## src/mclp_pkg.sv

```systemverilog
// Types and constants shared by the motion command line parser modules.
package mclp_pkg;

  localparam int CFG_INDEX_W = 2;
  localparam int CFG_DATA_W  = 24;

  localparam logic [CFG_INDEX_W-1:0] REG_AXIS_LIMIT      = 2'd0;
  localparam logic [CFG_INDEX_W-1:0] REG_EXTENSION_LIMIT = 2'd1;
  localparam logic [CFG_INDEX_W-1:0] REG_HIGHEST_CHANNEL = 2'd2;

  localparam logic [15:0] AXIS_LIMIT_RESET      = 16'd9999;
  localparam logic [23:0] EXTENSION_LIMIT_RESET = 24'd99999;
  localparam logic [3:0]  HIGHEST_CHANNEL_RESET = 4'd9;

  localparam logic [23:0] ACC_MAX = 24'hFFFFFF;

  // character codes
  localparam logic [7:0] CH_L      = 8'h4C;
  localparam logic [7:0] CH_R      = 8'h52;
  localparam logic [7:0] CH_V      = 8'h56;
  localparam logic [7:0] CH_A      = 8'h41;
  localparam logic [7:0] CH_D      = 8'h44;
  localparam logic [7:0] CH_S      = 8'h53;
  localparam logic [7:0] CH_I      = 8'h49;
  localparam logic [7:0] CH_DOLLAR = 8'h24;
  localparam logic [7:0] CH_HASH   = 8'h23;
  localparam logic [7:0] CH_LT     = 8'h3C;
  localparam logic [7:0] CH_GT     = 8'h3E;
  localparam logic [7:0] CH_EQ     = 8'h3D;
  localparam logic [7:0] CH_DASH   = 8'h2D;
  localparam logic [7:0] CH_0      = 8'h30;
  localparam logic [7:0] CH_1      = 8'h31;
  localparam logic [7:0] CH_2      = 8'h32;
  localparam logic [7:0] CH_9      = 8'h39;
  localparam logic [7:0] CH_LOW_A  = 8'h61;
  localparam logic [7:0] CH_LOW_Z  = 8'h7A;
  localparam logic [7:0] CASE_GAP  = 8'h20;

  localparam logic [2:0] CLS_NONE   = 3'd0;
  localparam logic [2:0] CLS_AXIS   = 3'd1;
  localparam logic [2:0] CLS_DEVICE = 3'd2;
  localparam logic [2:0] CLS_SETUP  = 3'd3;
  localparam logic [2:0] CLS_EXT    = 3'd4;

  localparam logic [2:0] KIND_NONE      = 3'd0;
  localparam logic [2:0] KIND_LINEAR    = 3'd1;
  localparam logic [2:0] KIND_ROTATION  = 3'd2;
  localparam logic [2:0] KIND_VIBRATION = 3'd3;
  localparam logic [2:0] KIND_AUX       = 3'd4;

  localparam logic [1:0] EXT_NONE     = 2'd0;
  localparam logic [1:0] EXT_INTERVAL = 2'd1;
  localparam logic [1:0] EXT_SPEED    = 2'd2;

  localparam logic [2:0] RAMP_NONE     = 3'd0;
  localparam logic [2:0] RAMP_LINEAR   = 3'd1;
  localparam logic [2:0] RAMP_EASE_IN  = 3'd2;
  localparam logic [2:0] RAMP_EASE_OUT = 3'd3;
  localparam logic [2:0] RAMP_IN_OUT   = 3'd4;

  localparam logic [2:0] DEV_NONE     = 3'd0;
  localparam logic [2:0] DEV_STOP     = 3'd1;
  localparam logic [2:0] DEV_SW_VER   = 3'd2;
  localparam logic [2:0] DEV_PROTO    = 3'd3;
  localparam logic [2:0] DEV_AXIS_VAL = 3'd4;

  typedef enum logic [13:0] {
    PH_FIRST   = 14'h0001,
    PH_AX_CHAN = 14'h0002,
    PH_AX_VAL  = 14'h0004,
    PH_AX_EXT  = 14'h0008,
    PH_AX_LT   = 14'h0010,
    PH_AX_DONE = 14'h0020,
    PH_SU_TYPE = 14'h0040,
    PH_SU_CHAN = 14'h0080,
    PH_SU_SEP  = 14'h0100,
    PH_SU_MIN  = 14'h0200,
    PH_SU_MAX  = 14'h0400,
    PH_SU_DONE = 14'h0800,
    PH_DEV_OP  = 14'h1000,
    PH_IGNORE  = 14'h2000
  } phase_t;

  typedef struct packed {
    logic [7:0] ch;
    logic       last_char;
  } in_t;

  typedef struct packed {
    logic [2:0]  cmd_class;
    logic        cmd_valid;
    logic [2:0]  chan_kind;
    logic [7:0]  chan_number;
    logic [15:0] axis_value;
    logic [1:0]  ext_kind;
    logic [23:0] ext_value;
    logic [2:0]  ramp_kind;
    logic [15:0] range_low;
    logic [15:0] range_high;
    logic [2:0]  device_op;
  } out_t;

  typedef struct packed {
    phase_t      phase;
    logic [23:0] acc;
    logic        seen;
    logic        err;
    logic [2:0]  cls;
    logic [2:0]  kind;
    logic [7:0]  chan;
    logic [1:0]  ekind;
    logic [2:0]  ramp;
    logic [2:0]  dev;
    logic [15:0] val;
    logic [23:0] ext_val;
    logic [15:0] rhigh;
  } parse_t;

  localparam parse_t PARSE_RESET = '{
    phase:   PH_FIRST,
    acc:     24'd0,
    seen:    1'b0,
    err:     1'b0,
    cls:     CLS_NONE,
    kind:    KIND_NONE,
    chan:    8'd0,
    ekind:   EXT_NONE,
    ramp:    RAMP_NONE,
    dev:     DEV_NONE,
    val:     16'd0,
    ext_val: 24'd0,
    rhigh:   16'd0
  };

endpackage

```

## src/mclp_step.sv

```systemverilog
// One character step of the parse state: phase advance, digit accumulate, field capture.
module mclp_step import mclp_pkg::*; (
  input  parse_t      cur,
  input  logic [7:0]  ch,
  input  logic        fin,
  input  logic [15:0] axis_limit,
  input  logic [23:0] ext_limit,
  output parse_t      nxt
);

  logic [7:0]  uc;
  logic        is_dig;
  logic [27:0] prod;
  logic [23:0] acc_dig;
  logic [23:0] num;
  logic [15:0] num_ax;
  logic [23:0] num_ext;
  logic [2:0]  kind_c;

  assign uc     = (ch >= CH_LOW_A && ch <= CH_LOW_Z) ? ch - CASE_GAP : ch;
  assign is_dig = !fin && ch >= CH_0 && ch <= CH_9;

  // acc * 10 + digit, saturating at 24 bits
  assign prod    = {1'b0, cur.acc, 3'b000} + {3'b000, cur.acc, 1'b0} + {24'd0, ch[3:0]};
  assign acc_dig = (|prod[27:24]) ? ACC_MAX : prod[23:0];

  assign num     = cur.seen ? cur.acc : 24'd0;
  assign num_ax  = (num > {8'd0, axis_limit}) ? axis_limit : num[15:0];
  assign num_ext = (num > ext_limit) ? ext_limit : num;

  always_comb begin
    case (uc)
      CH_L:    kind_c = KIND_LINEAR;
      CH_R:    kind_c = KIND_ROTATION;
      CH_V:    kind_c = KIND_VIBRATION;
      CH_A:    kind_c = KIND_AUX;
      default: kind_c = KIND_NONE;
    endcase
  end

  // ramp suffix or trailing garbage after the value / extension
  function automatic parse_t after_ext(parse_t p, logic [7:0] c, logic f);
    parse_t q;
    q = p;
    if (!f) begin
      q.phase = PH_AX_DONE;
      case (c)
        CH_LT: begin
          q.ramp  = RAMP_EASE_IN;
          q.phase = PH_AX_LT;
        end
        CH_GT:   q.ramp = RAMP_EASE_OUT;
        CH_EQ:   q.ramp = RAMP_LINEAR;
        default: q.err = 1'b1;
      endcase
    end
    return q;
  endfunction

  always_comb begin
    nxt = cur;
    unique case (cur.phase)
      PH_FIRST: begin
        case (uc) inside
          CH_L, CH_R, CH_V, CH_A: begin
            nxt.cls   = CLS_AXIS;
            nxt.kind  = kind_c;
            nxt.ramp  = RAMP_LINEAR;
            nxt.phase = PH_AX_CHAN;
          end
          CH_D: begin
            nxt.cls   = CLS_DEVICE;
            nxt.phase = PH_DEV_OP;
          end
          CH_DOLLAR: begin
            nxt.cls   = CLS_SETUP;
            nxt.phase = PH_SU_TYPE;
          end
          CH_HASH: begin
            nxt.cls   = CLS_EXT;
            nxt.phase = PH_IGNORE;
          end
          default: begin
            nxt.err   = 1'b1;
            nxt.phase = PH_IGNORE;
          end
        endcase
      end
      PH_AX_CHAN: begin
        nxt.chan  = ch - CH_0;
        nxt.acc   = 24'd0;
        nxt.seen  = 1'b0;
        nxt.phase = PH_AX_VAL;
      end
      PH_AX_VAL: begin
        if (is_dig) begin
          nxt.acc  = acc_dig;
          nxt.seen = 1'b1;
        end else begin
          nxt.val  = num_ax;
          nxt.err  = cur.err | !cur.seen;
          nxt.acc  = 24'd0;
          nxt.seen = 1'b0;
          if (!fin && (uc == CH_I || uc == CH_S)) begin
            nxt.ekind = (uc == CH_I) ? EXT_INTERVAL : EXT_SPEED;
            nxt.phase = PH_AX_EXT;
          end else begin
            nxt = after_ext(nxt, ch, fin);
          end
        end
      end
      PH_AX_EXT: begin
        if (is_dig) begin
          nxt.acc  = acc_dig;
          nxt.seen = 1'b1;
        end else begin
          nxt.ext_val = num_ext;
          nxt.err     = cur.err | !cur.seen;
          nxt.acc     = 24'd0;
          nxt.seen    = 1'b0;
          nxt         = after_ext(nxt, ch, fin);
        end
      end
      PH_AX_LT: begin
        if (!fin) begin
          if (ch == CH_GT) nxt.ramp = RAMP_IN_OUT;
          else             nxt.err  = 1'b1;
          nxt.phase = PH_AX_DONE;
        end
      end
      PH_AX_DONE, PH_SU_DONE: begin
        if (!fin) nxt.err = 1'b1;
      end
      PH_SU_TYPE: begin
        // end of line here clears the kind and takes the channel as ch minus the '0' code
        nxt.kind = fin ? KIND_NONE : kind_c;
        if (fin) nxt.chan = ch - CH_0;
        nxt.phase = PH_SU_CHAN;
      end
      PH_SU_CHAN: begin
        nxt.chan  = ch - CH_0;
        nxt.phase = PH_SU_SEP;
      end
      PH_SU_SEP: begin
        if (fin || ch != CH_DASH) nxt.err = 1'b1;
        nxt.acc   = 24'd0;
        nxt.seen  = 1'b0;
        nxt.phase = PH_SU_MIN;
      end
      PH_SU_MIN: begin
        if (is_dig) begin
          nxt.acc  = acc_dig;
          nxt.seen = 1'b1;
        end else begin
          nxt.val   = num_ax;
          nxt.err   = cur.err | !cur.seen | fin | (ch != CH_DASH);
          nxt.acc   = 24'd0;
          nxt.seen  = 1'b0;
          nxt.phase = PH_SU_MAX;
        end
      end
      PH_SU_MAX: begin
        if (is_dig) begin
          nxt.acc  = acc_dig;
          nxt.seen = 1'b1;
        end else begin
          nxt.rhigh = num_ax;
          nxt.err   = cur.err | !cur.seen | !fin;
          nxt.acc   = 24'd0;
          nxt.seen  = 1'b0;
          nxt.phase = PH_SU_DONE;
        end
      end
      PH_DEV_OP: begin
        if (fin) begin
          nxt.err = 1'b1;
        end else begin
          case (uc)
            CH_S:    nxt.dev = DEV_STOP;
            CH_0:    nxt.dev = DEV_SW_VER;
            CH_1:    nxt.dev = DEV_PROTO;
            CH_2:    nxt.dev = DEV_AXIS_VAL;
            default: nxt.err = 1'b1;
          endcase
        end
        nxt.phase = PH_IGNORE;
      end
      default: ;
    endcase
  end

endmodule

```

## src/mclp_result.sv

```systemverilog
// Final validity checks and per-class field selection of a finished command.
module mclp_result import mclp_pkg::*; (
  input  parse_t     p,
  input  logic [3:0] highest_channel,
  output out_t       res
);

  logic chan_ok;
  logic valid;

  assign chan_ok = (p.kind != KIND_NONE) && (p.chan <= {4'd0, highest_channel});

  always_comb begin
    valid = !p.err;
    case (p.cls)
      CLS_AXIS:  if (!chan_ok) valid = 1'b0;
      CLS_SETUP: if (!chan_ok || p.val > p.rhigh) valid = 1'b0;
      CLS_NONE:  valid = 1'b0;
      default: ;
    endcase
  end

  always_comb begin
    res           = '0;
    res.cmd_class = p.cls;
    res.cmd_valid = valid;
    case (p.cls)
      CLS_AXIS: begin
        res.chan_kind   = p.kind;
        res.chan_number = p.chan;
        res.axis_value  = p.val;
        res.ext_kind    = p.ekind;
        res.ext_value   = p.ext_val;
        res.ramp_kind   = p.ramp;
      end
      CLS_SETUP: begin
        res.chan_kind   = p.kind;
        res.chan_number = p.chan;
        res.range_low   = p.val;
        res.range_high  = p.rhigh;
      end
      CLS_DEVICE: res.device_op = p.dev;
      default: ;
    endcase
  end

endmodule

```

## src/motion_command_line_parser.sv

```systemverilog
// Top level of the motion command line parser: handshake, registers and parse state.
//
// Feed one command byte per request on in_data (ch, last_char) with in_valid/in_ready.
// Letters are case-insensitive. The byte flagged last_char closes the command and one
// decoded result comes out on out_data with out_valid/out_ready; other bytes give none.
// Timing: a byte taken is held in the input register; when it advances it is folded into the parse
// state, and for a last byte the result is loaded into the output register at the same edge,
// visible from then on. Throughput: one byte per cycle while no final byte waits; the
// combinational parse step (one decimal multiply-accumulate and clamp) sets that figure.
// When out_ready is low with a result pending, non-final bytes still flow in; a final
// byte waits in the input register until the output register frees, and in_ready drops.
// Configuration: cfg_write with cfg_index 0 axis_limit, 1 extension_limit,
// 2 highest_channel, data on the low bits of cfg_data; other indexes are ignored.
// Reset (rst, synchronous): limits return to 9999, 99999 and 9, the parse starts at
// the first byte of a command, and both registers are empty.
module motion_command_line_parser import mclp_pkg::*; (
  input  logic                   clk,
  input  logic                   rst,
  input  logic                   in_valid,
  output logic                   in_ready,
  input  in_t                    in_data,
  output logic                   out_valid,
  input  logic                   out_ready,
  output out_t                   out_data,
  input  logic                   cfg_write,
  input  logic [CFG_INDEX_W-1:0] cfg_index,
  input  logic [CFG_DATA_W-1:0]  cfg_data
);

  logic [15:0] axis_limit;
  logic [23:0] extension_limit;
  logic [3:0]  highest_channel;

  logic   hold_valid;
  in_t    hold;
  parse_t parse;
  parse_t parse_char;
  parse_t parse_end;
  parse_t parse_next;
  out_t   res;
  logic   slot_free;
  logic   advance;

  always_ff @(posedge clk) begin
    if (rst) begin
      axis_limit      <= AXIS_LIMIT_RESET;
      extension_limit <= EXTENSION_LIMIT_RESET;
      highest_channel <= HIGHEST_CHANNEL_RESET;
    end else if (cfg_write) begin
      case (cfg_index)
        REG_AXIS_LIMIT:      axis_limit      <= cfg_data[15:0];
        REG_EXTENSION_LIMIT: extension_limit <= cfg_data[23:0];
        REG_HIGHEST_CHANNEL: highest_channel <= cfg_data[3:0];
        default: ;
      endcase
    end
  end

  assign slot_free = !out_valid || out_ready;
  assign advance   = hold_valid && (!hold.last_char || slot_free);
  assign in_ready  = !hold_valid || advance;

  always_ff @(posedge clk) begin
    if (rst) begin
      hold_valid <= 1'b0;
    end else if (in_ready) begin
      hold_valid <= in_valid;
    end
  end

  always_ff @(posedge clk) begin
    if (in_ready && in_valid) begin
      hold <= in_data;
    end
  end

  // the byte itself, then the end-of-line step on a zero byte
  mclp_step u_step_char (
    .cur        (parse),
    .ch         (hold.ch),
    .fin        (1'b0),
    .axis_limit (axis_limit),
    .ext_limit  (extension_limit),
    .nxt        (parse_char)
  );

  mclp_step u_step_end (
    .cur        (parse_char),
    .ch         (8'd0),
    .fin        (1'b1),
    .axis_limit (axis_limit),
    .ext_limit  (extension_limit),
    .nxt        (parse_end)
  );

  mclp_result u_result (
    .p               (parse_end),
    .highest_channel (highest_channel),
    .res             (res)
  );

  assign parse_next = hold.last_char ? PARSE_RESET : parse_char;

  always_ff @(posedge clk) begin
    if (rst) begin
      parse <= PARSE_RESET;
    end else if (advance) begin
      parse <= parse_next;
    end
  end

  always_ff @(posedge clk) begin
    if (rst) begin
      out_valid <= 1'b0;
    end else if (advance && hold.last_char) begin
      out_valid <= 1'b1;
    end else if (out_ready) begin
      out_valid <= 1'b0;
    end
  end

  always_ff @(posedge clk) begin
    if (advance && hold.last_char) begin
      out_data <= res;
    end
  end

endmodule
```

## config.mk

```make
export PLATFORM = sky130hd
export DESIGN_NAME = motion_command_line_parser
export DESIGN_NICKNAME = d
export VERILOG_FILES = /design/src/mclp_pkg.sv /design/src/mclp_step.sv /design/src/mclp_result.sv /design/src/motion_command_line_parser.sv
export SDC_FILE = /design/constraint.sdc
export NUM_CORES = 1
export LEC_CHECK = 0
export BUFFER_PORTS_ARGS = -buffer_cell sky130_fd_sc_hd__buf_2
export CAP_MARGIN = 10
export CORE_ASPECT_RATIO = 1.1
export CORE_MARGIN = 2
export CORE_UTILIZATION = 60
export DETAILED_ROUTE_END_ITERATION = 10
export PLACE_DENSITY = 0.85
export SYNTH_ARGS = -nofsm -noshare
export SYNTH_HDL_FRONTEND = slang
export SYNTH_SLANG_ARGS = --single-unit
```

## constraint.sdc

```tcl
create_clock -name clk -period 11 [get_ports clk]
set_clock_uncertainty 0.05 [all_clocks]
set_input_delay 2.2 -clock clk [delete_from_list [all_inputs] [get_ports clk]]
set_output_delay 2.2 -clock clk [all_outputs]
set_load 0.05 [all_outputs]
```

==> impl_metrics.env <==
export IMPL_place_area_um2=19820
export IMPL_first_pass_iters=8
export IMPL_async_reset_ff_share_pct=0
export IMPL_startpoint="hold[4]$_DFFE_PP_"
export IMPL_synth_main_ff_cell="dfxtp_1"
export IMPL_cts_repair_resized=0
export IMPL_synthCells=2359
export IMPL_rows=68
export IMPL_drt_wl_total_um=66450
export IMPL_p_sw_share_pct=25.43
export IMPL_p_clk_share_pct=45.5
export IMPL_yosys_top_cells_count="270 x nor2_1, 232 x nand2_1, 216 x a21oi_1"
export IMPL_tritoncts="built"
export IMPL_min_path_type="register to register"
export IMPL_vias=19260
export IMPL_post_cts_setup_buffer_count=0
export IMPL_p_per_area_nw_per_um2=109.1
export IMPL_grt_pass1_wl_um=102400
export IMPL_critical_path_class="register to register"
export IMPL_crit_fanout=22
export IMPL_insertion_delay_ps=580
export IMPL_drv_cap=0
export IMPL_worst_pin_slew_ps=1452
export IMPL_ant_nets=0
export IMPL_port_buffers=136
export IMPL_setup_viol=0
export IMPL_wl_per_cell_um=23.35
export IMPL_initial_core_util_pct=60.63
export IMPL_synth_top_area_share_pct=17.34
export IMPL_min_period_ps=10060
export IMPL_drtIter0Drc=2840
export IMPL_die_y_um=190.3
export IMPL_outcome="finished clean"
export IMPL_synthesis_nets=2550
export IMPL_grt_remaining_overflow=0
export IMPL_ys_warn_count=0
export IMPL_area_growth_synth_to_final_pct=10.01
export IMPL_synth_cell_types=86
export IMPL_cts_root_buffer="clkbuf_16"
export IMPL_path_delay_family="compound AO/OA/AOI/OAI gates"
export IMPL_drive_above_1_share_pct=11.01
export IMPL_synth_area_um2=18930
export IMPL_cts_buffers=30
export IMPL_grt_use_total_pct=39.38
export IMPL_die_w_um=173.4
export IMPL_post_route_period_util_pct=91.47
export IMPL_cp_num_buf_inv=4
export IMPL_slowest_delay_ps=1120
export IMPL_hold_start="parse[30]$_SDFFE_PP0P_"
export IMPL_r2r_start="hold[4]$_DFFE_PP_"
export IMPL_p_int_w=0.001694
export IMPL_p_leak_nw=8.745
export IMPL_ctsHtreeMaxLevel=1
export IMPL_antenna_found_initial=0
export IMPL_cpMaxStageDelayCell="o21ai_0"
export IMPL_crit_path_end_kind="register"
export IMPL_setup_tns_ps=0
export IMPL_remaining_drc_errors=0
export IMPL_p_comb_share_pct=7.8
export IMPL_startpoint_type="register"
export IMPL_ys_ff_latch=268
export IMPL_yosysTopAreaCell="dfxtp_1"
export IMPL_slew_headroom_pct=2.186
export IMPL_fmax_mhz=99.39
export IMPL_ys_seq_area_share_pct=33.84
export IMPL_nNetsFinal=2591
export IMPL_core_area_um2=31220
export IMPL_yosysMostFrequentCell="nor2_1"
export IMPL_cts_hold_buf=0
export IMPL_cts_path_max_buffers=3
export IMPL_ir_worst_vdd_mv=0.1365
export IMPL_arrival_ps=10410
export IMPL_grt_pass1_vias=18080
export IMPL_finalHoldViolations=0
export IMPL_hpwl_um=47610
export IMPL_power_share_sequential_pct=46.7
export IMPL_dieArea_um2=32990
export IMPL_crit_path_frequent_cell="o21a_1"
export IMPL_rsz0062_at_grt="false"
export IMPL_p_switching_w=0.0005779
export IMPL_worstPathRequired_ps=11350
export IMPL_syn_area_per_cell_um2=8.025
export IMPL_cts_sinks=268
export IMPL_synth_edf_count=104
export IMPL_place_congestion=0.9816
export IMPL_drv_slew=0
export IMPL_io_pins=137
export IMPL_synth_area_leaders="dfxtp_1 17%, edfxtp_1 16%, ha_1 9.8%"
export IMPL_fin_area_um2=20830
export IMPL_via_per_inst=6.766
export IMPL_clk_pin_slew_ps=60
export IMPL_grt_max_degree=93
## metrics by stage
stage | hold WS [ps] | total power, W | worst slack [ps] | cells | util (%)
after floorplan | 376.8 | 0.001193 | 2710 | 2359 | -
after global placement | 383.3 | 0.001251 | 1467 | 2787 | 63.46
after detailed placement | 389.9 | 0.001253 | 1230 | 2788 | 63.47
after CTS | 398.2 | 0.002272 | 1209 | 2844 | 66.69
after global routing | 412.6 | 0.002326 | 297.9 | 2844 | 66.69
final | 397.0 | 0.002272 | 938.6 | 2846 | 66.70
## path summary, 6_finish.rpt
| check | end | slack, ps | depth (start not counted) |
|---|---|---|---|
| max reg2reg | out_data[91]$_DFFE_PP_ | 940 | 37 |
| min reg2reg | parse[30]$_SDFFE_PP0P_ | 400 | 2 |
| min | parse[30]$_SDFFE_PP0P_ | 400 | 2 |
| max | out_data[91]$_DFFE_PP_ | 940 | 37 |
## power groups by stage
stage          sequential, W  clock, W  combinational [W]
2_1_floorplan        0.00109         0          0.0000999
3_3_place_gp         0.00108         0           0.000169
3_5_place_dp         0.00108         0           0.000170
4_1_cts              0.00106   0.00104           0.000172
5_1_grt              0.00106   0.00107           0.000189
6_report             0.00106   0.00103           0.000177
## layout by cell type (no fill, tap or decap), types with 23 or more instances in the layout
master     Yosys  final
nor2_1       270    263
nand2_1      232    231
a21oi_1      216    216
dfxtp_1      164    164
ha_1         149    149
o21ai_0      136    136
buf_2         18    136
edfxtp_1     104    104
inv_1         93     93
nor3_1        66     64
a22oi_1       61     61
nand4_1       59     59
and2_1        58     58
nand3_1       54     54
a21o_1        40     40
a31oi_1       40     40
buf_4          1     39
o31ai_1       34     34
clkbuf_16      0     31
nor4_1        25     25
nor2b_1       24     24
or3_1         24     24
nand2b_1      24     24
mux2i_1       24     24
o21a_1        23     23
## logic make-up after synthesis
| family | share of synthesized area [%] |
|---|---|
| and+or+nand+nor | 24.20 |
| AOI/OAI and AO/OA | 23.67 |
| DFF | 33.84 |
| buffers and inverters | 5.452 |
| adders and majority gates | 10.11 |
| xor gates and xnor gates | 1.342 |
| muxes | 1.388 |
## area by class of cell
class | count | area, µm²
clock inverters | 13 | 162.7
clock buffers | 43 | 840.8
multi-input cells | 1831 | 11560
diodes | 2 | 5.005
well taps | 420 | 525.5
fillers | 2652 | 10400
repair buffers | 175 | 973.4
inverters | 94 | 352.8
flip-flops and latches | 268 | 6406
## sequential cells by signal, indices dropped and copies added, names as in the netlist
signal           flops
out_data            95
hold_valid           1
out_valid            1
extension_limit     24
axis_limit          16
highest_channel      4
hold                 9
parse              118
## metal layers
layer  vias up  global-route usage (%)  wire length (µm)
met3       233                   7.436              6977
li1       8766                       -                 -
met4         0                   20.76              3616
met2      1168                   60.49             29120
met1      9089                   52.89             26740
met5         -                       0                 0
## worst reg2reg max path: cells and delay by family (launching register included)
kind	cells	cell delay [ps]
and+or+nand+nor	10	2180
adders and majority gates	4	1760
xor gates and xnor gates	1	190
DFF	1	640
AOI/OAI and AO/OA	17	3900
muxes	1	110
buffers and inverters	4	1050
No activity file was read; power rests on OpenSTA's default activity.
